$ cat config.mk
export PLATFORM = sky130hd
export DESIGN_NAME = external_interrupt_edge_controller_core
export DESIGN_NICKNAME = d
export VERILOG_FILES = /design/src/sv/eiec_pkg.sv /design/src/sv/eiec_sample.sv /design/src/sv/eiec_core.sv /design/src/sv/external_interrupt_edge_controller_core.sv
export VERILOG_INCLUDE_DIRS = /design/src /design/src/sv
export SDC_FILE = /design/constraint.sdc
export NUM_CORES = 1
export LEC_CHECK = 0
export BUFFER_PORTS_ARGS = -buffer_cell sky130_fd_sc_hd__buf_2
export CORE_MARGIN = 8
export CORE_UTILIZATION = 56
export DETAILED_ROUTE_END_ITERATION = 8
export PLACE_DENSITY = 0.79
export RECOVER_POWER = 100
export SLEW_MARGIN = 15
export SYNTH_ARGS = -nofsm -noshare
export SYNTH_HDL_FRONTEND = slang
export SYNTH_HIERARCHICAL = 1
export SYNTH_SLANG_ARGS = --single-unit
export TNS_END_PERCENT = 5
$ cat constraint.sdc
create_clock -name clk -period 5.95 [get_ports clk]
set_clock_uncertainty 0.15 [all_clocks]
set_input_delay 0.595 -clock clk [delete_from_list [all_inputs] [get_ports clk]]
set_output_delay 0.595 -clock clk [all_outputs]
set_load 0.05 [all_outputs]
$ cat src/sv/external_interrupt_edge_controller_core_assert.svh
// Assertion macros for the interrupt edge controller.
// Each macro expects clk and rst_n to be visible where it is used.
`ifndef EXTERNAL_INTERRUPT_EDGE_CONTROLLER_CORE_ASSERT_SVH
`define EXTERNAL_INTERRUPT_EDGE_CONTROLLER_CORE_ASSERT_SVH

`ifndef NO_ASSERTIONS

// The consequent must hold in the same cycle as the antecedent.
`define EIEC_ASSERT_IMPLY(lbl, ante, cons) \
  lbl: assert property (@(posedge clk) disable iff (!rst_n) (ante) |-> (cons)) \
    else $error("eiec assertion failed");

// The consequent must hold in the cycle after the antecedent.
`define EIEC_ASSERT_NEXT(lbl, ante, cons) \
  lbl: assert property (@(posedge clk) disable iff (!rst_n) (ante) |=> (cons)) \
    else $error("eiec assertion failed");

`else

`define EIEC_ASSERT_IMPLY(lbl, ante, cons)
`define EIEC_ASSERT_NEXT(lbl, ante, cons)

`endif

`endif

$ cat src/sv/eiec_pkg.sv
`default_nettype none

package eiec_pkg;

  // Fixed geometry of the line set and the pin bus.
  localparam int NUM_LINES  = 16;
  localparam int SEL_W      = 4;
  localparam int PIN_W      = 64;
  localparam int PIN_PORTS  = PIN_W / NUM_LINES;
  localparam int IRQ_W      = 7;
  localparam int CFG_IDX_W  = 2;
  localparam int CFG_DATA_W = 64;

  // Item modes.
  localparam logic [1:0] MODE_TICK  = 2'd0;
  localparam logic [1:0] MODE_WRITE = 2'd1;
  localparam logic [1:0] MODE_READ  = 2'd2;

  // Bus register selects.
  localparam logic [1:0] REG_MASK   = 2'd0;
  localparam logic [1:0] REG_SWTRIG = 2'd1;
  localparam logic [1:0] REG_PEND   = 2'd2;

  // Configuration register indexes.
  localparam logic [CFG_IDX_W-1:0] CFG_RISE    = 2'd0;
  localparam logic [CFG_IDX_W-1:0] CFG_FALL    = 2'd1;
  localparam logic [CFG_IDX_W-1:0] CFG_PORTSEL = 2'd2;

  // Interrupt request grouping.
  localparam int          SINGLE_LINES = 5;
  localparam logic [15:0] GROUP_5_9    = 16'h03E0;
  localparam logic [15:0] GROUP_10_15  = 16'hFC00;

  typedef struct packed {
    logic [1:0]           mode;
    logic [1:0]           reg_select;
    logic [NUM_LINES-1:0] write_data;
    logic [PIN_W-1:0]     pin_levels;
  } in_item_t;

  typedef struct packed {
    logic [NUM_LINES-1:0] read_data;
    logic [NUM_LINES-1:0] pending_lines;
    logic [IRQ_W-1:0]     irq_requests;
  } out_item_t;

  // Edge enables handed to the line logic.
  typedef struct packed {
    logic [NUM_LINES-1:0] rise;
    logic [NUM_LINES-1:0] fall;
  } edge_cfg_t;

  // Line state shown to the top level.
  typedef struct packed {
    logic [NUM_LINES-1:0] pending;
    logic [NUM_LINES-1:0] mask;
    logic [NUM_LINES-1:0] swtrig;
  } line_state_t;

endpackage

`default_nettype wire

$ cat src/sv/eiec_sample.sv
`default_nettype none

module eiec_sample #(
  parameter int NUM_PORTS = 4
) (
  input  wire logic [eiec_pkg::NUM_LINES*eiec_pkg::SEL_W-1:0] port_select,
  input  wire logic [eiec_pkg::PIN_W-1:0]                     pin_levels,
  output logic      [eiec_pkg::NUM_LINES-1:0]                 levels
);
  import eiec_pkg::*;

  // Ports beyond the pin bus read as low, as do unpopulated ones.
  localparam int EffPorts = (NUM_PORTS < PIN_PORTS) ? NUM_PORTS : PIN_PORTS;
  localparam int PortIdxW = (PIN_PORTS > 1) ? $clog2(PIN_PORTS) : 1;

  // Each line picks its pin out of the column of ports at its position.
  for (genvar l = 0; l < NUM_LINES; l++) begin : g_line
    logic [SEL_W-1:0]     sel;
    logic [PIN_PORTS-1:0] col;

    assign sel = port_select[l*SEL_W +: SEL_W];

    for (genvar p = 0; p < PIN_PORTS; p++) begin : g_port
      assign col[p] = pin_levels[p*NUM_LINES + l];
    end

    assign levels[l] = (sel < SEL_W'(EffPorts)) && col[sel[PortIdxW-1:0]];
  end

endmodule

`default_nettype wire

$ cat src/sv/eiec_core.sv
`default_nettype none

module eiec_core (
  input  wire logic                           clk,
  input  wire logic                           rst_n,
  input  wire logic                           fire,
  input  wire eiec_pkg::in_item_t             item,
  input  wire logic [eiec_pkg::NUM_LINES-1:0] levels_now,
  input  wire eiec_pkg::edge_cfg_t            edge_cfg,
  output eiec_pkg::out_item_t                 result,
  output eiec_pkg::line_state_t               state
);
  import eiec_pkg::*;

  logic [NUM_LINES-1:0] last_r, last_nxt;
  logic [NUM_LINES-1:0] pend_r, pend_nxt;
  logic [NUM_LINES-1:0] mask_r, mask_nxt;
  logic [NUM_LINES-1:0] soft_r, soft_nxt;
  logic [NUM_LINES-1:0] rise;
  logic [NUM_LINES-1:0] fall;
  logic [NUM_LINES-1:0] fresh;
  logic [NUM_LINES-1:0] rdata;
  logic [NUM_LINES-1:0] active;

  // Edge detection against the level kept from the previous tick.
  assign rise  = levels_now & ~last_r & edge_cfg.rise;
  assign fall  = last_r & ~levels_now & edge_cfg.fall;
  assign fresh = item.write_data & ~soft_r;

  // Next state and read data for the item in the input register.
  always_comb begin
    last_nxt = last_r;
    pend_nxt = pend_r;
    mask_nxt = mask_r;
    soft_nxt = soft_r;
    rdata    = '0;
    case (item.mode)
      MODE_TICK: begin
        pend_nxt = pend_r | rise | fall;
        last_nxt = levels_now;
      end
      MODE_WRITE: begin
        case (item.reg_select)
          REG_MASK: begin
            mask_nxt = item.write_data;
          end
          REG_SWTRIG: begin
            soft_nxt = soft_r | fresh;
            pend_nxt = pend_r | fresh;
          end
          REG_PEND: begin
            pend_nxt = pend_r & ~item.write_data;
            soft_nxt = soft_r & ~item.write_data;
          end
          default: begin
          end
        endcase
      end
      MODE_READ: begin
        case (item.reg_select)
          REG_MASK:   rdata = mask_r;
          REG_SWTRIG: rdata = soft_r;
          REG_PEND:   rdata = pend_r;
          default:    rdata = '0;
        endcase
      end
      default: begin
      end
    endcase
  end

  // Requests are formed from the state left by this item.
  assign active = pend_nxt & mask_nxt;

  assign result.read_data     = rdata;
  assign result.pending_lines = pend_nxt;
  assign result.irq_requests  = {|(active & GROUP_10_15), |(active & GROUP_5_9),
                                 active[SINGLE_LINES-1:0]};

  assign state.pending = pend_r;
  assign state.mask    = mask_r;
  assign state.swtrig  = soft_r;

  // State moves only when the item leaves the input register.
  always_ff @(posedge clk) begin
    if (!rst_n) begin
      last_r <= '0;
      pend_r <= '0;
      mask_r <= '0;
      soft_r <= '0;
    end else if (fire) begin
      last_r <= last_nxt;
      pend_r <= pend_nxt;
      mask_r <= mask_nxt;
      soft_r <= soft_nxt;
    end
  end

endmodule

`default_nettype wire

$ cat src/sv/external_interrupt_edge_controller_core.sv
// External interrupt edge controller, sixteen lines.
//
// Input channel (in_valid, in_stall, in_data) carries one item per beat: a
// pin sample tick, a bus register write, or a bus register read. Every item
// gives exactly one result beat on the output channel (out_valid, out_stall,
// out_data) with read data, the pending bits and seven interrupt requests.
// The configuration port writes the edge enables and port selects; the user
// must write it only while no item is in flight; the block does not enforce it.
//
// An item lands in the input register, is evaluated and state-updated as it
// moves to the result register, and is shown there. Throughput is one item
// per cycle while the receiver does not stall; the update of the line state
// as each item moves on is what sets it. When the receiver stalls, the
// result register holds its beat and the input register can still take one
// more item; only when both are full is in_stall raised. Synchronous reset
// clears all line state, configuration and both valid flags.
`default_nettype none

module external_interrupt_edge_controller_core #(
  parameter int NUM_PORTS = 4
) (
  input  wire logic                            clk,
  input  wire logic                            rst_n,
  input  wire logic                            in_valid,
  output logic                                 in_stall,
  input  wire eiec_pkg::in_item_t              in_data,
  output logic                                 out_valid,
  input  wire logic                            out_stall,
  output eiec_pkg::out_item_t                  out_data,
  input  wire logic                            cfg_wr_en,
  input  wire logic [eiec_pkg::CFG_IDX_W-1:0]  cfg_index,
  input  wire logic [eiec_pkg::CFG_DATA_W-1:0] cfg_wdata
);
  import eiec_pkg::*;

  logic                           s1_valid_r;
  in_item_t                       s1_item_r;
  logic                           out_valid_r;
  out_item_t                      out_data_r;
  logic                           s2_free;
  logic                           s1_move;
  logic                           in_take;
  logic [NUM_LINES-1:0]           rise_en_r;
  logic [NUM_LINES-1:0]           fall_en_r;
  logic [NUM_LINES*SEL_W-1:0]     port_sel_r;
  logic [NUM_LINES-1:0]           levels_now;
  edge_cfg_t                      edge_cfg;
  out_item_t                      result;
  line_state_t                    state;

  // Handshake between the two registers.
  assign s2_free  = !out_valid_r || !out_stall;
  assign s1_move  = s1_valid_r && s2_free;
  assign in_stall = s1_valid_r && !s2_free;
  assign in_take  = in_valid && !in_stall;

  assign out_valid = out_valid_r;
  assign out_data  = out_data_r;

  // Configuration registers.
  always_ff @(posedge clk) begin
    if (!rst_n) begin
      rise_en_r  <= '0;
      fall_en_r  <= '0;
      port_sel_r <= '0;
    end else if (cfg_wr_en) begin
      case (cfg_index)
        CFG_RISE:    rise_en_r  <= cfg_wdata[NUM_LINES-1:0];
        CFG_FALL:    fall_en_r  <= cfg_wdata[NUM_LINES-1:0];
        CFG_PORTSEL: port_sel_r <= cfg_wdata[NUM_LINES*SEL_W-1:0];
        default: begin
        end
      endcase
    end
  end

  assign edge_cfg.rise = rise_en_r;
  assign edge_cfg.fall = fall_en_r;

  // Input register.
  always_ff @(posedge clk) begin
    if (!rst_n) begin
      s1_valid_r <= 1'b0;
    end else if (in_take) begin
      s1_valid_r <= 1'b1;
    end else if (s1_move) begin
      s1_valid_r <= 1'b0;
    end
  end

  always_ff @(posedge clk) begin
    if (in_take) begin
      s1_item_r <= in_data;
    end
  end

  eiec_sample #(
    .NUM_PORTS (NUM_PORTS)
  ) u_sample (
    .port_select (port_sel_r),
    .pin_levels  (s1_item_r.pin_levels),
    .levels      (levels_now)
  );

  eiec_core u_core (
    .clk        (clk),
    .rst_n      (rst_n),
    .fire       (s1_move),
    .item       (s1_item_r),
    .levels_now (levels_now),
    .edge_cfg   (edge_cfg),
    .result     (result),
    .state      (state)
  );

  // Result register.
  always_ff @(posedge clk) begin
    if (!rst_n) begin
      out_valid_r <= 1'b0;
    end else if (s2_free) begin
      out_valid_r <= s1_move;
    end
  end

  always_ff @(posedge clk) begin
    if (s1_move) begin
      out_data_r <= result;
    end
  end

`include "external_interrupt_edge_controller_core_assert.svh"

  // A single-line request never fires without its pending bit.
  `EIEC_ASSERT_IMPLY(a_irq_has_pending, out_valid, ((out_data.irq_requests[SINGLE_LINES-1:0] & ~out_data.pending_lines[SINGLE_LINES-1:0]) == '0))

  // Pending bits only drop through a pending-register write.
  `EIEC_ASSERT_NEXT(a_pending_sticky, !(s1_move && s1_item_r.mode == MODE_WRITE && s1_item_r.reg_select == REG_PEND), ((state.pending & $past(state.pending)) == $past(state.pending)))

  // A held result with a full input register must stall the input.
  `EIEC_ASSERT_IMPLY(a_stall_when_full, s1_valid_r && out_valid && out_stall, in_stall)

endmodule

`default_nettype wire
==> key figures, run 1 <==
Drt
  – Pre-Repair DR Iteration Count: 8
  – WL/cell: 18.1 um
  – Drt initial violations: 731
  – DRC Markers: 0
  – Via count: 8256
  – Avg Vias per Cell: 5.60
  – Antenna viol nets, final: 0
  – Drt total wl: 26700 um

Synthesis
  – Synth top area share: 31.7%
  – Synth Warn #: 6
  – Largest area contributor in the netlist: edfxtp_1
  – #FFs+latches synth: 285
  – Syn avg cell area: 11.5 um2
  – Ys async rst share: 0%
  – Post-Syn Nets: 1176
  – Top cells by area, synth: edfxtp_1 32%, dfxtp_1 28%, mux2i_1 9.2%
  – Mapped cell area: 11600 um2
  – Yosys cell types: 46
  – Post-synth EDFFs: 123
  – Ys flop type: dfxtp_1
  – Sequential area share after synthesis: 59.5%
  – Mapped Cells: 1017
  – Most frequent cell after synthesis: nand2_1
  – Post-synth top cells: 246 x nand2_1, 162 x dfxtp_1, 123 x edfxtp_1

Timing
  – Worst hold slack: 72.7 ps
  – Final hold vios: 0
  – Max frequency: 229 MHz
  – Final setup violation count: 0
  – Final Max Slew Viols: 226
  – Worst-margin pin slew: 3780 ps
  – Min Clock Period, post-route: 4370 ps
  – RSZ-0062 raised after global routing: false
  – Final Cycle Share: 73.4%
  – Rel. slew slack: -152%
  – Fin Setup TNS: 0 ps

Power and ir drop
  – Static Leak: 4.99 nW
  – VDD IR max: 279 uV
  – Power density over cell area: 311 nW/um2

Floorplanning
  – # IOs: 196
  – Row count: 52
  – Core box area: 20300 um2
  – Die Ht: 160 um
  – Die Area: 25700 um2
  – Initial Util: 57.4%
  – Die W: 160 um

GRT
  – Global route hottest layer: met2
  – Gr usage total: 19.8%
  – Global-route wire length before repair: 42400 um
  – Met2 GRT Util: 33.5%
  – Met1 track demand over resource: 25.3%
  – Initial antenna violation count: 2
  – Largest net degree at the start of global routing: 101
  – Met3 usage: 4.81%
  – Vias in the first global route: 8380
  – Grt total ovfl: 0

Worst setup path
  – Worst EP arrival: 4640 ps
  – CP endpoint: u_core/mask_r[2]
  – Crit Path Class: flop to flop
  – Reg2reg setup slack: 1590 ps
  – Crit Path Max Fanout: 46
  – Critical Path RT: 6230 ps
  – Worst R2R Path Depth: 6
  – Reg-to-Reg Start: s1_valid_r
  – CP startpoint kind: flop
  – Crit end category: flop
  – Reg2Reg Capture Point: u_core/mask_r[2]
  – Critical Path Source: s1_valid_r

Placement
  – Port Buffers: 195
  – Gpl congestion: 0.794
  – HPWL after DPL: 18200 um

CTS
  – CTS root buffer: clkbuf_16
  – H-tree Lvls: 1
  – Max Buffers Root-to-Sink: 3
  – Cts hold-fix bufs: 0
  – Clock Sinks: 285
  – Setup Fix Bufs, Post-CTS: 0
  – CTS tree: yes
  – Clock Latency Late Sink: 540 ps
  – Clock Pin Slew Worst Setup and Hold Paths: 60 ps
  – Resize count post-CTS: 0
  – Num CTS Buffers: 28

Run status
  – Failing checks: capacitance limit, slew limit
  – Run status: complete, but fails checks

Min path
  – Hold Path Class: input port to flop
  – Hold Startpoint: in_data[12]

Final layout
  – Fin nets: 1340
  – Antenna Cells: 0
  – Share of post-route cells with drive strength above 1: 19.0%
  – Area Growth Syn to Fin: 15.9%

Flow run
  – Max-Cap Viols: 5
worst max-delay path, cell delays in order, from the launching register on:
cell and delay (ps):
dfxtp_1 330, a21boi_0 1900, buf_4 760, inv_1 160, nor2_2 620, nand2_1 130
a21oi_1 170
area by class of cell:
cell class | count | area [um2]
clock buffer | 40 | 840
clock inverter | 12 | 58.8
fill | 1545 | 6790
inverter | 8 | 30.0
multi-input combinational | 658 | 4350
sequential | 285 | 6940
tap | 270 | 338
timing repair buffer | 200 | 950
power breakdown:
part           switching (mW)  total (mW)  internal (mW)
sequential             0.0456        2.17           2.13
combinational           0.214       0.339          0.125
clock                   0.708        1.69          0.979
total                   0.968        4.20           3.23
state kept, by name, summed over array words and instances, names as in the netlist, named ones only:
register,count
u_core/last_r,16
port_sel_r,64
fall_en_r,16
u_core/pend_r,16
rise_en_r,16
s1_valid_r,1
out_data,39
s1_item_r,84
out_valid,1
u_core/mask_r,16
per-layer routing:
layer  vias to the layer above  wire, um
li1                       4005         -
met1                      3888     11400
met2                       326     12900
met3                        33      2020
met4                         4       304
met5                         -        25
per-stage QoR:
step                      cell area (um2)  power, mW  instances  worst slack (ps)  utilization [%]
after global placement              12700       2.54       1421              2610             62.5
final                               13500       4.20       1473              1590             66.5
after detailed placement            12700       2.55       1421              2510             62.5
after floorplan                     11600       2.43       1017               533                -
after global routing                13500       4.35       1473              1290             66.5
after CTS                           13600       4.23       1473              2780             67.0
cells in the final DEF (no fill, tap or decap), types with 3 or more instances in the layout:
master,synthesis,routed
a21boi_0,6,6
o21ai_0,17,17
mux2i_1,107,107
a222oi_1,16,16
o211ai_1,8,8
a21oi_1,68,68
a311oi_1,22,22
edfxtp_1,123,123
mux2_2,10,10
and3b_1,12,13
inv_1,7,7
clkbuf_1,38,53
nand2_1,246,246
nor4bb_1,4,4
nor3b_1,16,16
clkbuf_8,0,3
buf_4,9,3
o211a_1,7,7
dfxtp_1,162,162
nor2_1,38,36
clkinv_2,0,8
clkinv_1,0,3
clkbuf_16,0,31
nand3b_1,22,22
a22oi_1,5,5
buf_2,16,149
nor2b_1,4,4
a2bb2oi_1,5,5
nand2b_1,6,6
mux4_2,16,16
ha_1,4,4
worst min-delay path by stage:
stage                                 to  slack [ps]  cells after the start
final                      s1_item_r[12]          70                      1
after global routing       s1_item_r[12]          50                      1
after CTS                  s1_item_r[28]          60                      1
after detailed placement  port_sel_r[34]         300                      2
after global placement      rise_en_r[1]         290                      2
after floorplan             fall_en_r[6]         280                      2
kinds of logic after synthesis:
logic type / Yosys count / synth area share (%)
AO/OA/AOI/OAI: 159 / 9.28
adder cells (fa/ha/maj): 4 / 0.430
buffers and inverters: 74 / 3.11
flip-flops: 285 / 59.5
multiplexers: 133 / 13.3
AND/OR/NAND/NOR: 362 / 14.4
(Power assumes the default switching activity.)
==> inputs of run 2 (changes only) <==
Settings changed: ABC_AREA from default to 1, CORE_UTILIZATION 56 to 52, PLACE_DENSITY 0.79 to 0.77.
Clock period 5.95 ns to 3.8 ns, I/O delays scaled along.
==> run 2 against run 1 <==
  * The run still ends with capacitance limit, slew limit left
  * Sequential share of layout area decreased by 8.9 points
  * Critical path depth increased by 2
  * Non-clock buffer count increased by 159
  * First-iteration DRC count increased by 16%
  * Utilization increased by 0.59 points
  * Die area increased by 17%
  * Synthesized cell count increased by 64%
  * Via count increased by 40%
  * Wire length increased by 31%
  * Final cell count increased by 59%
  * Combinational power increased to 2.8 times the previous value
  * Cell area increased by 21%
  * Highest routed layer is now met4
==> key figures, run 2 <==
Final layout
  – Fillers: 1985 (+28%)
  – Most frequent cells in the layout: 457 x nand2_1, 287 x inv_1, 249 x nor2_1
  – Share of post-route cells with drive strength above 1: 12.1% (-6.9 points)
  – Area Growth Syn to Fin: 27.0%
  – Post-Layout Cell Count: 2344 (+59%)
  – Most flops, register: s1_item_r
  – Fin nets: 2151 (+61%)
  – Max reg flops: 84 (unchanged)
  – Most common cell after layout, fill and taps aside: nand2_1

Worst setup path
  – Crit path largest cell delay: 1360 ps (-540 ps)
  – Worst EP arrival: 3210 ps (-1430 ps)
  – Most used cell, CP: nand2_1
  – Crit-path cells: dlygate4sd3_1 > buf_2 > nand2_1 > inv_1 > nand2_1 > nand2_1 > inv_1 > buf_4
  – Crit path buffers/inverters: 5 (+3)
  – Critical Path RT: 3870 ps (-2360 ps)
  – Crit Path Max Fanout: 45 (-2.2%)
  – CP max-delay cell: inv_1
  – Critical Path Source: out_stall
  – Crit end category: flop
  – Crit Path Class: input port to flop
  – Family with the most delay on the worst path: buffers and inverters
  – Reg2reg setup slack: 830 ps (-760 ps)
  – Reg-to-Reg Start: out_valid
  – CP startpoint kind: input port
  – Worst R2R Path Depth: 6 (unchanged)
  – Reg2Reg Capture Point: s1_item_r[34]

CTS
  – Max Buffers Root-to-Sink: 3 (unchanged)
  – Num CTS Buffers: 29 (+3.6%)
  – Clock Latency Late Sink: 560 ps (+20 ps)
  – Clock Sinks: 285 (unchanged)
  – CTS root buffer: clkbuf_16
  – Resize count post-CTS: 0 (unchanged)
  – H-tree Lvls: 1 (unchanged)
  – CTS tree: yes
  – Clock Pin Slew Worst Setup and Hold Paths: 60 ps (about the same)

Synthesis
  – Synth Warn #: 6 (unchanged)
  – Post-synth top cells: 456 x nand2_1, 285 x inv_1, 247 x nor2_1
  – Yosys cell types: 29 (-37%)
  – Most frequent cell after synthesis: nand2_1
  – Largest area contributor in the netlist: edfxtp_1
  – Synth top area share: 28.7% (-3.0 points)
  – Mapped Cells: 1670 (+64%)
  – Post-synth EDFFs: 123 (unchanged)
  – Mapped cell area: 12900 um2 (+10%)
  – Post-Syn Nets: 1829 (+56%)
  – Ys async rst share: 0% (unchanged)
  – Ys flop type: dfxtp_1
  – Top cells by area, synth: edfxtp_1 29%, dfxtp_1 25%, nand2_1 13%
  – #FFs+latches synth: 285 (unchanged)
  – Sequential area share after synthesis: 54.0% (-5.6 points)
  – Syn avg cell area: 7.70 um2 (-33%)

Placement
  – Placed Instances: 2135 (+50%)
  – HPWL after DPL: 20300 um (+12%)
  – Port Buffers: 195 (unchanged)
  – Gpl congestion: 0.856 (+7.8%)

Timing
  – Max frequency: 319 MHz
  – Final setup violation count: 0 (unchanged)
  – Fin Setup TNS: 0 ps (unchanged)
  – Min Clock Period, post-route: 3130 ps
  – Final Cycle Share: 82.5%
  – Final hold vios: 0 (unchanged)
  – Worst-margin pin slew: 2160 ps (-1620 ps)
  – Rel. slew slack: -44.2% (+110 points)
  – Final Max Slew Viols: 183 (-19%)
  – RSZ-0062 raised after global routing: false

Flow run
  – Max-Cap Viols: 5 (unchanged)

Drt
  – Drt initial violations: 846 (+16%)
  – Avg Vias per Cell: 4.92 (-12%)
  – Pre-Repair DR Iteration Count: 8 (unchanged)
  – DRC Markers: 0 (unchanged)
  – WL/cell: 14.9 um (-18%)
  – Antenna viol nets, final: 0 (unchanged)
  – Via count: 11.5k (+40%)
  – Drt total wl: 34900 um (+31%)

Floorplanning
  – Core box area: 24300 um2 (+20%)
  – Row count: 57 (+9.6%)
  – # IOs: 196 (unchanged)
  – Die Ht: 173 um (+8.1%)
  – Initial Util: 52.8% (-4.5 points)
  – Die Area: 30000 um2 (+17%)
  – Die W: 173 um (+8.1%)

Min path
  – Hold Path Class: input port to flop
  – Hold path cells: 3 (+2)
  – Hold Startpoint: rst_n

Power and ir drop
  – Static Leak: 7.71 nW (+55%)
  – VDD IR max: 304 uV (+9.1%)
  – Power density over cell area: 434 nW/um2 (+40%)

GRT
  – Initial antenna violation count: 5 (+3)
  – Gr usage total: 22.3% (+2.5 points)
  – Largest net degree at the start of global routing: 79 (-22%)
  – Vias in the first global route: 11.3k (+35%)
  – Grt total ovfl: 0 (unchanged)
  – Global-route wire length before repair: 56000 um (+32%)

Run status
  – Run status: complete, but fails checks
  – Failing checks: capacitance limit, slew limit
[run 2: cell types whose count changed in the layout (fill, tap and decap cells not counted), sizes merged, moves of 22 or more]
cell,before,now
o21ai,17,79
nor2,38,282
mux2i,107,0
dlygate4sd3,0,150
nand3,1,79
nand2,246,468
a311oi,22,0
inv,8,290
[run 2: power by group]
group / switching [mW] / total [mW] / internal (mW)
Combinational: 0.583 / 0.936 / 0.353
Clock: 1.19 / 2.68 / 1.49
Sequential: 0.0938 / 3.47 / 3.37
[run 2: timing repair]
action | 4_1_cts | 5_1_grt
hold endpoints to repair | 166 | 0
setup endpoints to repair | 0 | 0
hold buffers | 150 | 0
buffers inserted | 0 | 0
[run 2: worst max path at each step]
stage / to / cells past startpoint
after floorplan: flop / 9
after global placement: u_core/last_r[8] / 10
after detailed placement: u_core/last_r[1] / 10
after CTS: out_data[5] / 11
after global routing: s1_item_r[74] / 8
final: s1_item_r[34] / 8
[run 2: logic make-up (layout without fill, tap and decap cells)]
family / count (synthesis) / in the layout / synth area share (%)
adder cells (fa/ha/maj): 4 / 4 / 0.389
AO/OA/AOI/OAI: 185 / 185 / 7.89
other: 0 / 5 / 0
buffers and inverters: 357 / 702 / 11.0
flip-flops: 285 / 285 / 54.0
AND/OR/NAND/NOR: 839 / 839 / 26.8
[run 2: final cells by class]
cell class,count,area (um2),share of cell area [%]
clock inverter,17,106,0.652
timing repair buffer,359,2490,15.3
multi-input combinational,1028,4490,27.5
tap,324,405,2.48
antenna,5,12.5,0.0767
inverter,289,1090,6.66
clock buffer,37,797,4.88
sequential,285,6940,42.5
[run 2: stage by stage]
| step | cell area, um2 | setup WS, ps | power [mW] | util (%) | hold WS (ps) |
|---|---|---|---|---|---|
| detailed placement | 14000 | 1250 | 4.32 | 57.7 | 309 |
| CTS | 16400 | 1260 | 7.11 | 67.6 | 189 |
| global route | 16300 | 519 | 7.38 | 67.1 | 236 |
| global placement | 14000 | 1320 | 4.30 | 57.7 | 304 |
| floorplan | 12900 | 8.50 | 4.07 | - | 294 |
| finish | 16300 | 666 | 7.09 | 67.1 | 227 |
[run 2: routing by layer]
metal | track usage [%] | up-vias | share of wire (%)
li1 | - | 5782 | -
met1 | 26.6 | 5195 | 39
met2 | 39.6 | 467 | 50
met3 | 4.66 | 94 | 7.9
met4 | 7.29 | 0 | 2.6
met5 | 0 | - | 0
[run 2: worst min-delay path, delay by kind of cell]
family	cells	cell delay, ps
buffers and inverters	1	290
AOI/OAI and AO/OA	2	210
